[src/sv/hch20_pkg.sv]
package hch20_pkg;

	// standard round count, double rounds
	localparam int HCH_DOUBLE_ROUNDS = 10;

	localparam int WORD_W  = 32;
	localparam int WORDS   = 16;
	localparam int IN_W    = 384;
	localparam int OUT_W   = 256;

	typedef logic [WORD_W-1:0] word_t;
	typedef word_t [WORDS-1:0] state_t;

	// "expand 32-byte k"
	localparam word_t SIGMA_0 = 32'h61707865;
	localparam word_t SIGMA_1 = 32'h3320646E;
	localparam word_t SIGMA_2 = 32'h79622D32;
	localparam word_t SIGMA_3 = 32'h6B206574;

endpackage

[src/sv/hch20_qround.sv]
module hch20_qround
	import hch20_pkg::*;
(
	input  word_t a,
	input  word_t b,
	input  word_t c,
	input  word_t d,
	output word_t a_out,
	output word_t b_out,
	output word_t c_out,
	output word_t d_out
);

	word_t a1, b1, c1, d1, x1, y1;
	word_t a2, b2, c2, d2, x2, y2;

	always_comb begin
		a1 = a + b;
		x1 = d ^ a1;
		d1 = {x1[15:0], x1[31:16]};
		c1 = c + d1;
		y1 = b ^ c1;
		b1 = {y1[19:0], y1[31:20]};
		a2 = a1 + b1;
		x2 = d1 ^ a2;
		d2 = {x2[23:0], x2[31:24]};
		c2 = c1 + d2;
		y2 = b1 ^ c2;
		b2 = {y2[24:0], y2[31:25]};
	end

	assign a_out = a2;
	assign b_out = b2;
	assign c_out = c2;
	assign d_out = d2;

endmodule

[src/sv/hch20_pass.sv]
module hch20_pass
	import hch20_pkg::*;
#(
	parameter bit DIAG = 1'b0
)
(
	input  logic   clk,
	input  logic   arst_n,
	input  logic   in_valid,
	output logic   in_ready,
	input  state_t in_state,
	output logic   out_valid,
	input  logic   out_ready,
	output state_t out_state
);

	state_t next_state;
	state_t state_s1;
	logic   valid_s1;

	// column pass or diagonal pass, four quarter rounds side by side
	for (genvar j = 0; j < 4; j++) begin : g_qr
		localparam int SH = DIAG ? 1 : 0;
		localparam int IA = j;
		localparam int IB = 4 + ((j + SH) % 4);
		localparam int IC = 8 + ((j + 2 * SH) % 4);
		localparam int ID = 12 + ((j + 3 * SH) % 4);

		hch20_qround u_qr (
			.a     (in_state[IA]),
			.b     (in_state[IB]),
			.c     (in_state[IC]),
			.d     (in_state[ID]),
			.a_out (next_state[IA]),
			.b_out (next_state[IB]),
			.c_out (next_state[IC]),
			.d_out (next_state[ID])
		);
	end

	// stage takes a new item when empty or when its item moves on
	assign in_ready = !valid_s1 || out_ready;

	always_ff @(posedge clk or negedge arst_n) begin
		if (!arst_n) begin
			valid_s1 <= 1'b0;
		end else if (in_ready) begin
			valid_s1 <= in_valid;
		end
	end

	always_ff @(posedge clk) begin
		if (in_valid && in_ready) begin
			state_s1 <= next_state;
		end
	end

	assign out_valid = valid_s1;
	assign out_state = state_s1;

endmodule

[config.mk]
export PLATFORM = sky130hd
export DESIGN_NAME = hch20_pass
export DESIGN_NICKNAME = d
export VERILOG_FILES = /design/src/sv/hch20_pkg.sv /design/src/sv/hch20_qround.sv /design/src/sv/hch20_pass.sv
export SDC_FILE = /design/constraint.sdc
export NUM_CORES = 2
export LEC_CHECK = 0
export ABC_AREA = 1
export BUFFER_PORTS_ARGS = -buffer_cell sky130_fd_sc_hd__buf_2
export CAP_MARGIN = 10
export CORE_AREA = 2 2 397 399
export DETAILED_ROUTE_END_ITERATION = 8
export DIE_AREA = 0 0 399 401
export GPL_TIMING_DRIVEN = 1
export SETUP_SLACK_MARGIN = 0.4
export SKIP_CTS_REPAIR_TIMING = 1
export SYNTH_ARGS = -nofsm -noshare
export SYNTH_HDL_FRONTEND = slang
export SYNTH_SLANG_ARGS = --single-unit
[constraint.sdc]
create_clock -name clk -period 35 [get_ports clk]
set_clock_uncertainty 0.05 [all_clocks]
set_input_delay 7 -clock clk [delete_from_list [all_inputs] [get_ports clk]]
set_output_delay 7 -clock clk [all_outputs]
set_load 0.02 [all_outputs]
Yosys cells after proc, flatten, opt, wreduce, memory -nomap -nowiden
Index checks and enable logic that the tools add are counted.

storage, ports and cells
  bits in registers = 513
  input port bits = 516
  logic and storage cells = 52

cells by class
  add/subtract/negate cells = 16
  bitwise gates (word level) = 16
  reduce and logical (&&, ||, !) cells = 3

operators with widths
  cell                 count
  $add A32 B32 Y32     16
  $xor A32 B32 Y32     16
  $logic_and A1 B1 Y1  1
  $logic_not A1 Y1     1
  $logic_or A1 B1 Y1   1

Logic depth before layout (Yosys ltp)
  word-level depth = 8
  mapped depth = 64
  depth with buffers taken out = 64

Hierarchy
From an unflattened synthesis, not the netlist that was laid out.

unflattened totals
  cell total of the unflattened synthesis = 6717
  area, all modules = 52213.8 sq um

modules (own cells, without submodules)
  module                        instances  cells an instance  area each (sq um)
  hch20_pass                    1          518                15419.8
  hch20_qround at g_qr[1].u_qr  1          1542               9317.7
  hch20_qround at g_qr[3].u_qr  1          1538               9276.4
  hch20_qround at g_qr[0].u_qr  1          1558               9165.0
  hch20_qround at g_qr[2].u_qr  1          1561               9034.9

Worst setup path before layout
No wires, ideal clock.

  path type = input -> register
  start = in in_valid
  end = reg state_s1, in the netlist out_state[0], enable pin
  setup time = 1.561 ns
  arrival = 31.543 ns
  setup slack = 1.846 ns
  cell stages on the path = 2
  path buffers = 0
  cells stage by stage = inv_1 a21oi_1

between the ends
  cells in the longest elaborated chain, start to end = 1

ends and longest elaborated chain
  element                 RTL line          text
  start: declaration      hch20_pass.sv:9   input logic in_valid,
  $logic_and A1 B1 Y1     hch20_pass.sv:53  if (in_valid && in_ready) begin
  end signal: assignment  hch20_pass.sv:54  state_s1 <= next_state;
  end: declaration        hch20_pass.sv:18  state_t state_s1;

Every way passes these cells.
A chain may end at the register's enable or synchronous reset.

Final worst setup path
  start = in in_state[128] (netlist bit)
  end = reg state_s1, in the netlist out_state[134], data pin

between the ends
  cells in the longest elaborated chain, start to end = 8

ends and longest elaborated chain
  element                     RTL line            text
  start: declaration          hch20_pass.sv:11    input state_t in_state,
  $add A32 B32 Y32            hch20_qround.sv:18  a1 = a + b;
  $xor A32 B32 Y32            hch20_qround.sv:19  x1 = d ^ a1;
  $add A32 B32 Y32            hch20_qround.sv:21  c1 = c + d1;
  $xor A32 B32 Y32            hch20_qround.sv:22  y1 = b ^ c1;
  $add A32 B32 Y32 (*)        hch20_qround.sv:24  a2 = a1 + b1;
  net g_qr[0].u_qr.a_out[30]  hch20_qround.sv:8   output word_t a_out,
  $xor A32 B32 Y32 (*)        hch20_qround.sv:25  x2 = d1 ^ a2;
  net g_qr[0].u_qr.d_out[6]   hch20_qround.sv:11  output word_t d_out
  $add A32 B32 Y32 (*)        hch20_qround.sv:27  c2 = c1 + d2;
  $xor A32 B32 Y32 (*)        hch20_qround.sv:28  y2 = b1 ^ c2;
  net g_qr[0].u_qr.b_out[6]   hch20_qround.sv:9   output word_t b_out,

Mark *: on every way through the listed nets, which the timed path passes. The rest lies on a longest branch.

==> flow_summary.yaml <==
setup_path:
  cp-endpoint: "out_state[134]"
  cp_slowest_cell: "xor2_1"
  critical_path.startpoint_type: "primary input"
  critPathLaunch: "in_state[128]"
  reg2reg_depth: 4
  endpoint_kind: "flop"
  cp_common_cell: "nand2_1"
  required_ps: 35400
  worstSetupPathType: "in2reg"
  worstPathMaxFanout: 4
  crit_arrival_ps: 17610
  worst_path_largest_cell_delay_ps: 790
  worstReg2RegStart: "out_valid"
  rr_endpoint: "out_state[407]"
  reg2reg_slack_ps: 31270
logic_synthesis:
  yosysMostFrequentCell: "nand2_1"
  synthesis.area_sq_um: 51200
  ys_top_cells_by_count: "1757 x nand2_1, 904 x inv_1, 519 x nor2_1"
  syn_avg_cell_area_sq_um: 7.63
  synth.distinct_cells: 67
  synthCells: 6717
  yosys.area.top_type_share: 0.300
  ys_ff_latch: 513
  syn_nets: 7751
  yosysSeqAreaShare: 0.301
  yosys_warnings: 0
  synth_async_sr_flop_share: 0.00195
  synth-edff-count: 512
  synthTopCellsByArea: "edfxtp_1 30%, nand2_1 13%, ha_1 12%"
  ys.flop_type: "edfxtp_1"
  synth_top_area_cell: "edfxtp_1"
clocking:
  numCtsBuffers: 67
  clockBufferDepth: 3
  cts_tree: "yes"
  clk_pin_slew_worst_paths_ps: 60
  clock_sinks: 513
  root_buffer: "clkbuf_16"
  clock_latency_ps: 680
  h-tree-depth: 3
die:
  die_w_um: 399
  die_h_um: 401
  dieArea_sq_um: 160000
  io_pins: 1030
  start_util: 0.329
  rows: 145
  core_sq_um: 156000
grt:
  grt_usage: 0.366
  grt_max_degree: 151
  grt_pass1_wl_mm: 405
  overflow: 0
  antenna_found_initial: 42
  grt_pass1_vias: 51700
placement:
  io_buffers: 1029
  place_ws_ps: 17250
  place_hpwl_mm: 273
  gp_congestion: 1.10
sta:
  slew_viol_final: 0
  slew_headroom: 0.126
  setup_viol_count_final: 0
  period_needed_ps: 17220
  finalSetupTns_ps: 0
  timing.final.ws_setup_ps: 17780
  worst_pin_slew_ps: 1300
  period_share: 0.492
  rsz0062_at_grt: "false"
  fmax_ghz: 0.0581
  hold_violations: 0
worst_hold_path:
  min_from: "out_valid"
  holdCritPathClass: "reg2reg"
job:
  cap_violations: 0
drt:
  final_antenna_net_count: 0
  num_vias: 54100
  drc: 0
  first_iter_violations: 5675
  wl_mm: 304
  routed_via_density: 5.44
  dr.pass1.iters: 6
  wire_per_inst_um: 30.5
layout:
  area_growth_pct: 19.8
  nFillCells: 16400
  nets: 8853
  finish.utilization: 0.394
  drive_gt1_frac: 0.162
outcome:
  status: "completed"
per-stage QoR:
step                cells  area (sq um)  hold slack (ps)
floorplan            6717         51200              718
global placement     9808         59100              792
detailed placement   9808         59100              802
CTS                  9931         61300              811
global route         9937         61300              843
finish               9954         61400              797
cell families after synthesis:
logic type,after synthesis,synth area share
flip-flops,513,0.301
XOR/XNOR,727,0.136
adder cells (fa/ha/maj),518,0.129
AND/OR/NAND/NOR,2985,0.244
buffers and inverters,921,0.0676
AO/OA/AOI/OAI,1053,0.123
area by class of cell:
type | count | area (sq um) | area share
clock buffer | 75 | 1730 | 0.0282
timing repair buffer | 1045 | 5300 | 0.0863
multi-input combinational | 5283 | 32400 | 0.527
clock inverter | 48 | 532 | 0.00867
tap | 2058 | 2570 | 0.0420
inverter | 909 | 3410 | 0.0556
antenna | 23 | 57.6 | 0.000938
sequential | 513 | 15400 | 0.251
layout by cell type, fill, tap and decap left out, drive strengths merged, types with 4 or more instances in the layout:
cell type and instances:
clkinvlp 6, a21oi 458, a31o 4, diode 23, xnor3 14, o2111ai 9
a21o 111, bufinv 7, o31ai 9, fa 16, ha 502, clkinv 28
nand2 1782, edfxtp 512, or2 31, a21boi 29, o21bai 70, buf 1045
o21a 15, nor2 523, nand3 427, nor4 20, inv 916, xor2 530
xnor2 174, o221ai 10, a221oi 18, xor3 9, a31oi 53, o21ai 244
clkbuf 75, nand3b 61, nor3 77, o211ai 14, nand4 60
worst min path at each step:
stage / depth (start not counted) / slack [ps] / end
floorplan: 2 / 720 / out_valid
global placement: 2 / 790 / out_valid
detailed placement: 2 / 800 / out_valid
CTS: 2 / 810 / out_valid
global route: 2 / 840 / out_valid
finish: 2 / 800 / out_valid
metal layers:
metal	track usage	vias up	part of all wire
li1	-	24700	-
met1	0.463	25900	0.40
met2	0.579	2845	0.45
met3	0.0685	628	0.086
met4	0.217	22	0.068
met5	0	-	0.00050
worst max-delay path: cells and delay by family:
kind                       cells  cell delay (ps)
and+or+nand+nor               33             3670
AOI/OAI and AO/OA              4             1300
xor gates and xnor gates       6             2740
buffers and inverters          5              470
adders and majority gates      7             2390
flip-flops by register name (all words and copies together) (netlist names):
register,count
out_state,512
out_valid,1
Power is not shown: default switching activity piles up to over one toggle a cycle in this logic, so the estimate is an artifact.
